<file path="config.mk">
export PLATFORM = sky130hd
export DESIGN_NAME = keyed_repeating_timer_table
export DESIGN_NICKNAME = d
export VERILOG_FILES = /design/src/sv/krtt_pkg.sv /design/src/sv/krtt_dp.sv /design/src/sv/krtt_ctrl.sv /design/src/sv/keyed_repeating_timer_table.sv
export SDC_FILE = /design/constraint.sdc
export NUM_CORES = 2
export LEC_CHECK = 0
export ABC_AREA = 1
export BUFFER_PORTS_ARGS = -buffer_cell sky130_fd_sc_hd__buf_2
export CAP_MARGIN = 5
export CORE_MARGIN = 2
export CORE_UTILIZATION = 45
export CTS_CLUSTER_SIZE = 28
export DETAILED_ROUTE_END_ITERATION = 10
export SYNTH_ARGS = -nofsm -noshare
export SYNTH_HDL_FRONTEND = slang
export SYNTH_SLANG_ARGS = --single-unit
</file>
<file path="constraint.sdc">
create_clock -name i_clk -period 18.1 [get_ports i_clk]
set_clock_uncertainty 0.2 [all_clocks]
set_input_delay 0.905 -clock i_clk [delete_from_list [all_inputs] [get_ports i_clk]]
set_output_delay 0.905 -clock i_clk [all_outputs]
set_load 0.005 [all_outputs]
</file>
<file path="src/sv/krtt_pkg.sv">
// Shared types and constants for the keyed repeating timer table.
// Used by krtt_ctrl, krtt_dp and the top level; depends on nothing.
`default_nettype none

package krtt_pkg;

    localparam int SLOTS_DEF   = 16;
    localparam int MAX_RESULTS = 16;

    localparam int CMD_W = 2;
    localparam int MOD_W = 8;
    localparam int IDX_W = 32;
    localparam int PER_W = 31;
    localparam int REP_W = 8;
    localparam int NREP_W = $clog2(MAX_RESULTS + 1);

    localparam logic [CMD_W-1:0] CMD_SET    = 2'd0;
    localparam logic [CMD_W-1:0] CMD_DELETE = 2'd1;
    localparam logic [CMD_W-1:0] CMD_TICK   = 2'd2;

    // one slot as held in the slot memory
    typedef struct packed {
        logic [MOD_W-1:0] module_id;
        logic [IDX_W-1:0] key_index;
        logic [PER_W-1:0] period;
        logic [REP_W-1:0] repeats_left;
        logic [PER_W-1:0] remaining;
    } t_entry;

    // controller to datapath
    typedef struct packed {
        logic capture;
        logic rd_en;
        logic set_hit;
        logic set_new;
        logic del_hit;
        logic step;
        logic flush;
    } t_cmd;

    // datapath to controller
    typedef struct packed {
        logic [CMD_W-1:0] cmd;
        logic             hit;
        logic             used_zero;
        logic             full;
        logic             at_last;
        logic             pend_v;
        logic             out_free;
        logic             block;
    } t_sts;

endpackage

`default_nettype wire

</file>
<file path="src/sv/krtt_dp.sv">
// Datapath of the timer table: slot memory, armed bits, captured command,
// pending and output result registers. Depends on krtt_pkg.
`default_nettype none

module krtt_dp #(
    parameter int SLOTS = krtt_pkg::SLOTS_DEF,
    parameter int AW    = (SLOTS > 1) ? $clog2(SLOTS) : 1,
    parameter int UW    = $clog2(SLOTS + 1)
) (
    input  wire                          i_clk,
    input  wire                          i_rst_n,
    input  wire krtt_pkg::t_cmd          i_cmd,
    input  wire [AW-1:0]                 i_ptr,
    input  wire [AW-1:0]                 i_rd_addr,
    output krtt_pkg::t_sts               o_sts,
    input  wire [krtt_pkg::CMD_W-1:0]    i_command,
    input  wire [krtt_pkg::MOD_W-1:0]    i_module_id,
    input  wire [krtt_pkg::IDX_W-1:0]    i_timer_index,
    input  wire [krtt_pkg::PER_W-1:0]    i_period_ms,
    input  wire [krtt_pkg::REP_W-1:0]    i_repeat_count,
    output logic                         o_out_valid,
    input  wire                          i_out_stall,
    output logic [krtt_pkg::MOD_W-1:0]   o_expired_module,
    output logic [krtt_pkg::IDX_W-1:0]   o_expired_index,
    output logic                         o_last
);

    krtt_pkg::t_entry r_mem [SLOTS];
    krtt_pkg::t_entry r_rd_q;

    logic [krtt_pkg::CMD_W-1:0]  r_cmd;
    logic [krtt_pkg::MOD_W-1:0]  r_mod;
    logic [krtt_pkg::IDX_W-1:0]  r_idx;
    logic [krtt_pkg::PER_W-1:0]  r_per;
    logic [krtt_pkg::REP_W-1:0]  r_rep;

    logic [SLOTS-1:0]            r_armed;
    logic [UW-1:0]               r_used;
    logic [krtt_pkg::NREP_W-1:0] r_nrep;

    logic                        r_pend_v;
    logic [krtt_pkg::MOD_W-1:0]  r_pend_mod;
    logic [krtt_pkg::IDX_W-1:0]  r_pend_idx;

    logic                        r_out_v;
    logic [krtt_pkg::MOD_W-1:0]  r_out_mod;
    logic [krtt_pkg::IDX_W-1:0]  r_out_idx;
    logic                        r_out_last;

    logic                        cur_armed;
    logic                        expire;
    logic                        report_ok;
    logic                        report;
    logic                        out_free;
    logic [krtt_pkg::PER_W-1:0]  rem_dec;
    krtt_pkg::t_entry            tick_entry;
    krtt_pkg::t_entry            load_entry;
    logic                        wr_en;
    logic [AW-1:0]               wr_addr;
    krtt_pkg::t_entry            wr_data;

    always_comb begin
        cur_armed = r_armed[i_ptr];
        rem_dec   = (r_rd_q.remaining == '0) ? r_rd_q.remaining
                                             : r_rd_q.remaining - 1'b1;
        expire    = cur_armed && (rem_dec == '0);
        report_ok = r_nrep < krtt_pkg::NREP_W'(krtt_pkg::MAX_RESULTS);
        report    = i_cmd.step && expire && report_ok;
        out_free  = !r_out_v || !i_out_stall;

        tick_entry = r_rd_q;
        if (expire) begin
            tick_entry.remaining = r_rd_q.period;
            if (r_rd_q.repeats_left > krtt_pkg::REP_W'(1)) begin
                tick_entry.repeats_left = r_rd_q.repeats_left - 1'b1;
            end
        end else begin
            tick_entry.remaining = rem_dec;
        end

        load_entry.module_id    = r_mod;
        load_entry.key_index    = r_idx;
        load_entry.period       = r_per;
        load_entry.repeats_left = r_rep;
        load_entry.remaining    = r_per;

        wr_en   = i_cmd.set_hit || i_cmd.set_new || (i_cmd.step && cur_armed);
        wr_addr = i_cmd.set_new ? r_used[AW-1:0] : i_ptr;
        wr_data = i_cmd.step ? tick_entry : load_entry;

        o_sts.cmd       = r_cmd;
        o_sts.hit       = (r_rd_q.module_id == r_mod) && (r_rd_q.key_index == r_idx);
        o_sts.used_zero = (r_used == '0);
        o_sts.full      = (r_used == UW'(SLOTS));
        o_sts.at_last   = ((UW+1)'(i_ptr) + (UW+1)'(1)) == (UW+1)'(r_used);
        o_sts.pend_v    = r_pend_v;
        o_sts.out_free  = out_free;
        o_sts.block     = expire && report_ok && r_pend_v && !out_free;
    end

    // slot memory: one write port, one registered read port
    always_ff @(posedge i_clk) begin
        if (wr_en) begin
            r_mem[wr_addr] <= wr_data;
        end
        if (i_cmd.rd_en) begin
            r_rd_q <= r_mem[i_rd_addr];
        end
    end

    always_ff @(posedge i_clk) begin
        if (i_cmd.capture) begin
            r_cmd <= i_command;
            r_mod <= i_module_id;
            r_idx <= i_timer_index;
            r_per <= i_period_ms;
            r_rep <= i_repeat_count;
        end
        if (report) begin
            r_pend_mod <= r_rd_q.module_id;
            r_pend_idx <= r_rd_q.key_index;
        end
        if ((report && r_pend_v) || i_cmd.flush) begin
            r_out_mod  <= r_pend_mod;
            r_out_idx  <= r_pend_idx;
            r_out_last <= i_cmd.flush;
        end
    end

    always_ff @(posedge i_clk) begin
        if (!i_rst_n) begin
            r_armed  <= '0;
            r_used   <= '0;
            r_nrep   <= '0;
            r_pend_v <= 1'b0;
            r_out_v  <= 1'b0;
        end else begin
            if (i_cmd.set_hit) begin
                r_armed[i_ptr] <= (r_per != '0);
            end
            if (i_cmd.set_new) begin
                r_armed[r_used[AW-1:0]] <= (r_per != '0);
                r_used <= r_used + 1'b1;
            end
            if (i_cmd.del_hit) begin
                r_armed[i_ptr] <= 1'b0;
            end
            // a count of one fires once, then disarm the slot
            if (i_cmd.step && expire && (r_rd_q.repeats_left == krtt_pkg::REP_W'(1))) begin
                r_armed[i_ptr] <= 1'b0;
            end

            if (i_cmd.capture) begin
                r_nrep <= '0;
            end else if (report) begin
                r_nrep <= r_nrep + 1'b1;
            end

            if (report) begin
                r_pend_v <= 1'b1;
            end else if (i_cmd.flush) begin
                r_pend_v <= 1'b0;
            end

            if ((report && r_pend_v) || i_cmd.flush) begin
                r_out_v <= 1'b1;
            end else if (!i_out_stall) begin
                r_out_v <= 1'b0;
            end
        end
    end

    assign o_out_valid      = r_out_v;
    assign o_expired_module = r_out_mod;
    assign o_expired_index  = r_out_idx;
    assign o_last           = r_out_last;

endmodule

`default_nettype wire

</file>
<file path="src/sv/krtt_ctrl.sv">
// Controller of the timer table: walks the slots for each command beat and
// steers the datapath. Depends on krtt_pkg.
`default_nettype none

module krtt_ctrl #(
    parameter int SLOTS = krtt_pkg::SLOTS_DEF,
    parameter int AW    = (SLOTS > 1) ? $clog2(SLOTS) : 1
) (
    input  wire             i_clk,
    input  wire             i_rst_n,
    input  wire             i_in_valid,
    output logic            o_in_stall,
    input  wire krtt_pkg::t_sts i_sts,
    output krtt_pkg::t_cmd  o_cmd,
    output logic [AW-1:0]   o_ptr,
    output logic [AW-1:0]   o_rd_addr
);

    localparam logic [1:0] S_IDLE  = 2'd0;
    localparam logic [1:0] S_START = 2'd1;
    localparam logic [1:0] S_WALK  = 2'd2;
    localparam logic [1:0] S_FLUSH = 2'd3;

    logic [1:0]    r_state;
    logic [1:0]    n_state;
    logic [AW-1:0] r_ptr;
    logic [AW-1:0] n_ptr;
    logic          is_tick;
    logic          is_set;
    logic          is_del;

    always_comb begin
        is_tick = (i_sts.cmd == krtt_pkg::CMD_TICK);
        is_set  = (i_sts.cmd == krtt_pkg::CMD_SET);
        is_del  = (i_sts.cmd == krtt_pkg::CMD_DELETE);

        n_state = r_state;
        n_ptr   = r_ptr;
        o_cmd   = '0;
        o_in_stall = (r_state != S_IDLE);

        case (r_state)
            S_IDLE: begin
                if (i_in_valid) begin
                    o_cmd.capture = 1'b1;
                    n_state = S_START;
                end
            end
            S_START: begin
                n_ptr = '0;
                if (!(is_tick || is_set || is_del)) begin
                    n_state = S_IDLE;
                end else if (i_sts.used_zero) begin
                    o_cmd.set_new = is_set;
                    n_state = S_IDLE;
                end else begin
                    o_cmd.rd_en = 1'b1;
                    n_state = S_WALK;
                end
            end
            S_WALK: begin
                if (is_tick) begin
                    // hold on this slot while the older result cannot move out
                    if (!i_sts.block) begin
                        o_cmd.step = 1'b1;
                        if (i_sts.at_last) begin
                            n_state = S_FLUSH;
                        end else begin
                            n_ptr = r_ptr + 1'b1;
                            o_cmd.rd_en = 1'b1;
                        end
                    end
                end else if (i_sts.hit) begin
                    o_cmd.set_hit = is_set;
                    o_cmd.del_hit = is_del;
                    n_state = S_IDLE;
                end else if (i_sts.at_last) begin
                    o_cmd.set_new = is_set && !i_sts.full;
                    n_state = S_IDLE;
                end else begin
                    n_ptr = r_ptr + 1'b1;
                    o_cmd.rd_en = 1'b1;
                end
            end
            S_FLUSH: begin
                if (!i_sts.pend_v) begin
                    n_state = S_IDLE;
                end else if (i_sts.out_free) begin
                    o_cmd.flush = 1'b1;
                    n_state = S_IDLE;
                end
            end
            default: begin
                n_state = S_IDLE;
            end
        endcase

        o_rd_addr = n_ptr;
        o_ptr     = r_ptr;
    end

    always_ff @(posedge i_clk) begin
        if (!i_rst_n) begin
            r_state <= S_IDLE;
            r_ptr   <= '0;
        end else begin
            r_state <= n_state;
            r_ptr   <= n_ptr;
        end
    end

endmodule

`default_nettype wire

</file>
<file path="src/sv/keyed_repeating_timer_table.sv">
// Keyed repeating timer table: up to SLOTS timers keyed by module id and
// timer index, counted down by tick beats.
// Input channel: one beat is a command (set, delete, tick) with key, period
// and repeat count; o_in_stall is high while a beat is being worked on.
// Output channel: one beat per expiry on a tick, in slot order; o_last marks
// the final expiry of that tick, and at most 16 are reported per tick.
// A set or delete compares the slots in use (at most SLOTS) in order until
// the key matches; a set that adds a slot finishes with the last compare.
// A tick walks every slot in use (none on an empty table), one slot per
// cycle through the single read port of the slot memory while the walk is
// not paused, then hands out the held final expiry once the output is free.
// An idle block takes an offered beat; a new beat waits until the last one ends.
// The output register holds a result while the receiver stalls; the walk
// pauses on a slot only when a second expiry is waiting to move out.
// Synchronous reset empties the table and disarms every slot; slot memory
// contents are not cleared, since only written slots are ever read.
// Depends on krtt_pkg, krtt_ctrl and krtt_dp.
`default_nettype none

module keyed_repeating_timer_table #(
    parameter int SLOTS = krtt_pkg::SLOTS_DEF
) (
    input  wire                          i_clk,
    input  wire                          i_rst_n,
    input  wire                          i_in_valid,
    output logic                         o_in_stall,
    input  wire [krtt_pkg::CMD_W-1:0]    i_command,
    input  wire [krtt_pkg::MOD_W-1:0]    i_module_id,
    input  wire [krtt_pkg::IDX_W-1:0]    i_timer_index,
    input  wire [krtt_pkg::PER_W-1:0]    i_period_ms,
    input  wire [krtt_pkg::REP_W-1:0]    i_repeat_count,
    output logic                         o_out_valid,
    input  wire                          i_out_stall,
    output logic [krtt_pkg::MOD_W-1:0]   o_expired_module,
    output logic [krtt_pkg::IDX_W-1:0]   o_expired_index,
    output logic                         o_last
);

    localparam int AW = (SLOTS > 1) ? $clog2(SLOTS) : 1;
    localparam int UW = $clog2(SLOTS + 1);

    krtt_pkg::t_cmd cmd;
    krtt_pkg::t_sts sts;
    logic [AW-1:0]  ptr;
    logic [AW-1:0]  rd_addr;

    krtt_ctrl #(
        .SLOTS (SLOTS),
        .AW    (AW)
    ) u_ctrl (
        .i_clk      (i_clk),
        .i_rst_n    (i_rst_n),
        .i_in_valid (i_in_valid),
        .o_in_stall (o_in_stall),
        .i_sts      (sts),
        .o_cmd      (cmd),
        .o_ptr      (ptr),
        .o_rd_addr  (rd_addr)
    );

    krtt_dp #(
        .SLOTS (SLOTS),
        .AW    (AW),
        .UW    (UW)
    ) u_dp (
        .i_clk            (i_clk),
        .i_rst_n          (i_rst_n),
        .i_cmd            (cmd),
        .i_ptr            (ptr),
        .i_rd_addr        (rd_addr),
        .o_sts            (sts),
        .i_command        (i_command),
        .i_module_id      (i_module_id),
        .i_timer_index    (i_timer_index),
        .i_period_ms      (i_period_ms),
        .i_repeat_count   (i_repeat_count),
        .o_out_valid      (o_out_valid),
        .i_out_stall      (i_out_stall),
        .o_expired_module (o_expired_module),
        .o_expired_index  (o_expired_index),
        .o_last           (o_last)
    );

endmodule

`default_nettype wire

</file>
Word level (Yosys, flattened, before mapping)
Memories as Yosys holds them, arrays and structs flattened. A register that Yosys moved wholly into a read port is not among the register bits. Cells that the tools add are included.

Bitwise gates (word level): 4. Reduce and logical (&&, ||, !) cells: 33. Muxes and demuxes: 67. Order comparisons: 6. Add/sub/neg operators: 6. Equality and inequality tests: 16.

Operators with widths (number): $mux 16 (7); $mux 110 (1); $logic_not 31->1 (2); $mux 31 (2); $and 16x16->16 (2); $bwmux 16 (2); $eq 32x32->1 (1); $reduce_bool 31->1 (1); $sub 31x1->31 const B (1); $mux 1 (29); $mux 2 (11); $mux 4 (5); $mux 8 (2); $not 16->16 (1); $logic_and 1x1->1 (13); $ne 3x3->1 const B (4); $add 5x1->5 const B (2); $lt 4x5->1 const B (2); $demux 1 s4 (2); $eq 8x1->1 const B (1); $eq 8x8->1 (1); $ge 4x1->1 const B (2); $gt 8x1->1 const B (1); $pmux 2 s4 (1); 22 further kinds (36).

Bits in writable memories: 1760. Output and inout bits: 43. Logic and storage cells: 150. Input port bits: 85. Memories kept: 1. Register bits: 196.

Memory list: u_dp.r_mem (words 16, width 110, read ports 1, clocked after Yosys merged registers in 1, wr ports 1, line krtt_dp.sv:28) `krtt_pkg::t_entry r_mem [SLOTS];`.

Longest topological paths before layout
Depth in word-level cells: 17. Depth in mapped cells: 27.

Modules after synthesis
A second synthesis with hierarchy kept.

Cells, all modules: 6205. Area, all modules: 84317.1 um^2.

Modules (own cells, without submodules): krtt_dp (area each 83645.2 um^2, cells each 6088, times used 1); krtt_ctrl (area each 671.9 um^2, cells each 117, times used 1).

Worst setup path before layout
Ideal clock, no wire load.

Path kind: reg-to-reg. From: register u_dp.r_used[0]. To: register, netlist name u_dp.r_rd_q[0]. Setup slack: 8.524 ns. Setup time: 0.731 ns. Buffers on the path: 0. Period minus slack after synthesis: 9.576 ns. Arrival time: 8.646 ns. Stages on the path, launching flop included: 6. Data required time: 17.169 ns. Cell sequence: dfxtp_1 > inv_1 > ha_1 > nand2_1 > o211ai_1 > o21ai_0.

RTL lines: from (decl) (line krtt_dp.sv:38) `logic [UW-1:0] r_used;`; from (signal assigned) (line krtt_dp.sv:143) `r_used <= r_used + 1'b1;`.

Worst setup path in the final report
From: register, netlist name u_dp.r_rd_q[28]. To: register, netlist name u_dp.r_rd_q[57].

Longest elaborated chain between the ends: 10. Elaborated cells between the ends (all ways): 14. Those cells by class: add/sub (1); mux (7); reduce/logical (6).

RTL lines: $sub 31x1->31 / $logic_not 31->1 (equally long branches) (line krtt_dp.sv:65, krtt_dp.sv:64); $mux 31 (*) (line krtt_dp.sv:64) `rem_dec = (r_rd_q.remaining == '0) ? r_rd_q.remaining`; $logic_not 31->1 (*) (line krtt_dp.sv:66) `expire = cur_armed && (rem_dec == '0);`; $logic_and 1x1->1 (*) (line krtt_dp.sv:66); $logic_and 1x1->1 (*) (3 in a row) (line krtt_dp.sv:98) `o_sts.block = expire && report_ok && r_pend_v && !out_free;`; $mux 4 / $mux 1 (equally long branches) (line krtt_ctrl.sv:64) `if (!i_sts.block) begin`; $mux 4 / $mux 1 (equally long branches) (line krtt_ctrl.sv:62) `if (is_tick) begin`; $pmux 4 s2 / $pmux 1 s2 (equally long branches) (line krtt_ctrl.sv:42) `case (r_state)`.

Mark *: on every way between the ends. The rest lies on a longest branch, timed or not. A chain may end at the register's enable or synchronous reset.

==> summary.txt <==
Outcome
  – Run status: finished clean

Clocking
  – Root buffer selected by CTS: sky130_fd_sc_hd__clkbuf_16
  – Post-cts resize count: 0
  – Source-to-sink clock delay at the later pin of the worst-skew pair: 0.88 ns
  – CTS tree: yes
  – Post-CTS Setup Repair Bufs: 0
  – Deepest clock path buffer count: 3
  – Clock H-tree levels: 4
  – Clock transition at the register clock pins on the worst setup and hold paths after CTS: 0.06 ns
  – Clk sinks: 2,066
  – # hold bufs at CTS: 63
  – Cts bufs inserted: 208

Yosys
  – Yosys warning total: 0
  – Gate count after technology mapping: 8,145
  – Average size of a mapped cell: 10.9 µm²
  – Distinct cell type count after synthesis: 44
  – Summed instance area of the synthesized netlist: 88,600 µm²
  – Sequential share of the synthesized area: 0.697
  – Post-synthesis register bit count: 2,066
  – Synthesized netlist net count: 8,248

Detailed routing
  – Total length of routed wires: 258,000 µm
  – Via-to-Cell Ratio: 5.55
  – DRC: 0
  – Via total after detailed routing: 61,053
  – 1st-pass router iterations: 7
  – First-iteration detailed-routing DRC count: 7,329
  – Routed WL per cell: 23.5 µm
  – Antenna violation net count after detailed routing: 0

Power
  – Maximum VDD drop: 0.108 mV
  – LEAKAGE: 37.7 nW
  – Total power per unit cell area: 124 nW/µm²

STA
  – Number of endpoints with negative hold slack in the final report: 0
  – Smallest hold slack: 0.0536 ns
  – Period Utilization, post-route: 0.458
  – Summed negative setup slack over all endpoints: 0 ns
  – Worst slew margin: 0.116
  – Highest attainable clock frequency: 0.121 GHz
  – Minimum period implied by the final worst setup slack: 8.29 ns
  – Worst Tran Pin Value: 1.32 ns
  – Setup repair after global routing missed its margin: false
  – Final number of setup-violating endpoints: 0
  – Number of pins with negative max-slew slack in the final report: 0

Critical path
  – Reg2reg start: u_dp.r_rd_q[28]
  – Worst Path Required: 18.51 ns
  – Peak fanout along the critical path: 111
  – Setup crit end kind: flip-flop
  – Worst R2R Path Depth: 21
  – Critical path class: flip-flop to flip-flop
  – Arrival time of the worst setup path: 8.70 ns
  – Startpoint of the most critical setup path: u_dp.r_rd_q[28]
  – Setup crit start kind: flip-flop

Cells and area
  – Most frequent cells in the layout: sky130_fd_sc_hd__nand2_1 (2,813), sky130_fd_sc_hd__edfxtp_1 (2,032), sky130_fd_sc_hd__nand3_1 (1,707)
  – Net count reported at finish: 8,300
  – # fillers: 17,044
  – Most frequent standard cell in the layout excluding fill and tap cells: sky130_fd_sc_hd__nand2_1
  – Share of cells above drive strength 1: 0.0738
  – Area added between synthesis and finish: 11.8%

Hold path
  – Worst Min Path Start: i_command[0]
  – Worst Hold Class: input pin to flip-flop
  – WHS Path Cells: 1

Die
  – # rows: 162
  – Horizontal die dimension: 448 µm
  – Die area: 200,000 µm²
  – Total I/O pin count: 128
  – Core area: 195,000 µm²
  – Starting density of the core: 0.454
  – Die span in y: 448 µm

Flow run
  – Number of max-capacitance violations reported: 0

Place
  – Detailed placer's ending HPWL: 126,000 µm
  – Global placement routability congestion: 0.866
  – Port-buffer cells: 127

GRT
  – Vias in the first global route: 57,450
  – Overall overflow remaining after global route: 0
  – Number of antenna violations at the first check in global routing: 5
  – All-Layer GR Usage: 0.254
  – Pin count of the biggest net entering global routing: 211
  – First-pass GRT wire length: 380,000 µm
-- cell usage after synthesis (all sizes together) --
master   number  area, µm²
nand4        17        121
nor2        149        592
inv         480       1800
ha           18        225
nand2      2817      10600
a211oi        4       30.0
o211ai        7       52.6
a21oi        25        125
or2           1       6.26
nor3b         2       15.0
clkinv        2       7.51
clkbuf      165        619
o2111ai       1       8.76
dfxtp        34        681
o22ai         3       18.8
nor3         25        125
a221oi        6       52.6
o21ai       123        619
nor4         11       75.1
buf         334       1820
nand3b      116        871
xnor2        30        263
xor2         16        140
nand3      1709       8560
and2          2       12.5
edfxtp     2032      61000
a31oi         8       50.1
o31ai         1       7.51
a21boi        6       45.0
a22oi         1       12.5
-- per-stage QoR --
stage / setup slack (ns) / power [mW] / area (µm²) / utilization / std cells
floorplan: 8.52 / 7.28 / 88600 / - / 8145
global placement: 10.08 / 7.94 / 91600 / 0.469 / 10548
detailed placement: 9.94 / 7.96 / 91600 / 0.469 / 10548
CTS: 9.91 / 12.3 / 99000 / 0.507 / 10996
global route: 9.23 / 12.7 / 99000 / 0.507 / 10997
finish: 9.81 / 12.2 / 99000 / 0.507 / 10998
-- state kept, by name, indices dropped and copies added (netlist names), 16 cells and up --
| name | count |
|---|---|
| u_dp.r_mem | 1760 |
| u_dp.r_rd_q | 110 |
| u_dp.o_expired_index | 32 |
| u_dp.r_idx | 32 |
| u_dp.r_pend_idx | 32 |
| u_dp.r_per | 31 |
| u_dp.r_armed | 16 |
-- logic make-up after synthesis --
| family | after synthesis | share of synthesized area |
|---|---|---|
| simple gates | 4849 | 0.237 |
| buf+inv | 981 | 0.0480 |
| xor+xnor | 46 | 0.00455 |
| compound gates | 185 | 0.0115 |
| fa+ha+maj | 18 | 0.00254 |
| flops | 2066 | 0.697 |
-- where the power goes --
part	switching, mW	internal, mW
Sequential	0.0839	5.68
Clock	1.84	2.50
Combinational	1.59	0.544
-- layer usage --
layer	GRT usage	routed length, µm	part of all wire	vias to the layer above
met2	0.397	119000	0.46	2557
met1	0.365	111000	0.43	29971
met5	0	13	0.000050	-
met4	0.0904	8610	0.033	2
li1	-	-	-	28059
met3	0.0323	19100	0.074	464
-- critical path: stages, from the launching register on --
cell and delay (ns):
sky130_fd_sc_hd__edfxtp_1 0.45, sky130_fd_sc_hd__nor2_1 0.29, sky130_fd_sc_hd__nand2_1 0.09, sky130_fd_sc_hd__nor2_1 0.19, sky130_fd_sc_hd__nand4_4 0.48, sky130_fd_sc_hd__o21ai_0 0.50, sky130_fd_sc_hd__nand2_1 0.17, sky130_fd_sc_hd__nor2_1 0.14
sky130_fd_sc_hd__nand2_1 0.06, sky130_fd_sc_hd__nor2_1 0.45, sky130_fd_sc_hd__nand3_1 0.18, sky130_fd_sc_hd__nand3_1 0.16, sky130_fd_sc_hd__nand3_4 0.49, sky130_fd_sc_hd__nand2_8 0.81, sky130_fd_sc_hd__buf_4 0.90, sky130_fd_sc_hd__buf_4 0.83
sky130_fd_sc_hd__buf_4 0.88, sky130_fd_sc_hd__nand2_1 0.11, sky130_fd_sc_hd__nand3_1 0.13, sky130_fd_sc_hd__nand3_1 0.09, sky130_fd_sc_hd__nand3_1 0.14, sky130_fd_sc_hd__nand2_1 0.07
-- final cells by class --
type                    instances  area, µm²  area share
well taps                    2624       3280      0.0332
repair buffers                341       2560      0.0259
clock buffers                 255       5450      0.0550
flip-flops and latches       2066      61700       0.623
diodes                          2       5.00   0.0000505
multi-input cells            5098      22800       0.230
inverters                     482       1840      0.0186
clock inverters               130       1360      0.0137
-- final timing paths --
kind                                                 to  slack [ns]
worst min-delay path                      u_dp.r_cmd[0]        0.05
worst min register to register  u_dp.o_expired_index[0]        0.21
worst max register to register          u_dp.r_rd_q[57]        9.81
worst max-delay path                    u_dp.r_rd_q[57]        9.81
Note: power is estimated with default switching activity, not from simulation.
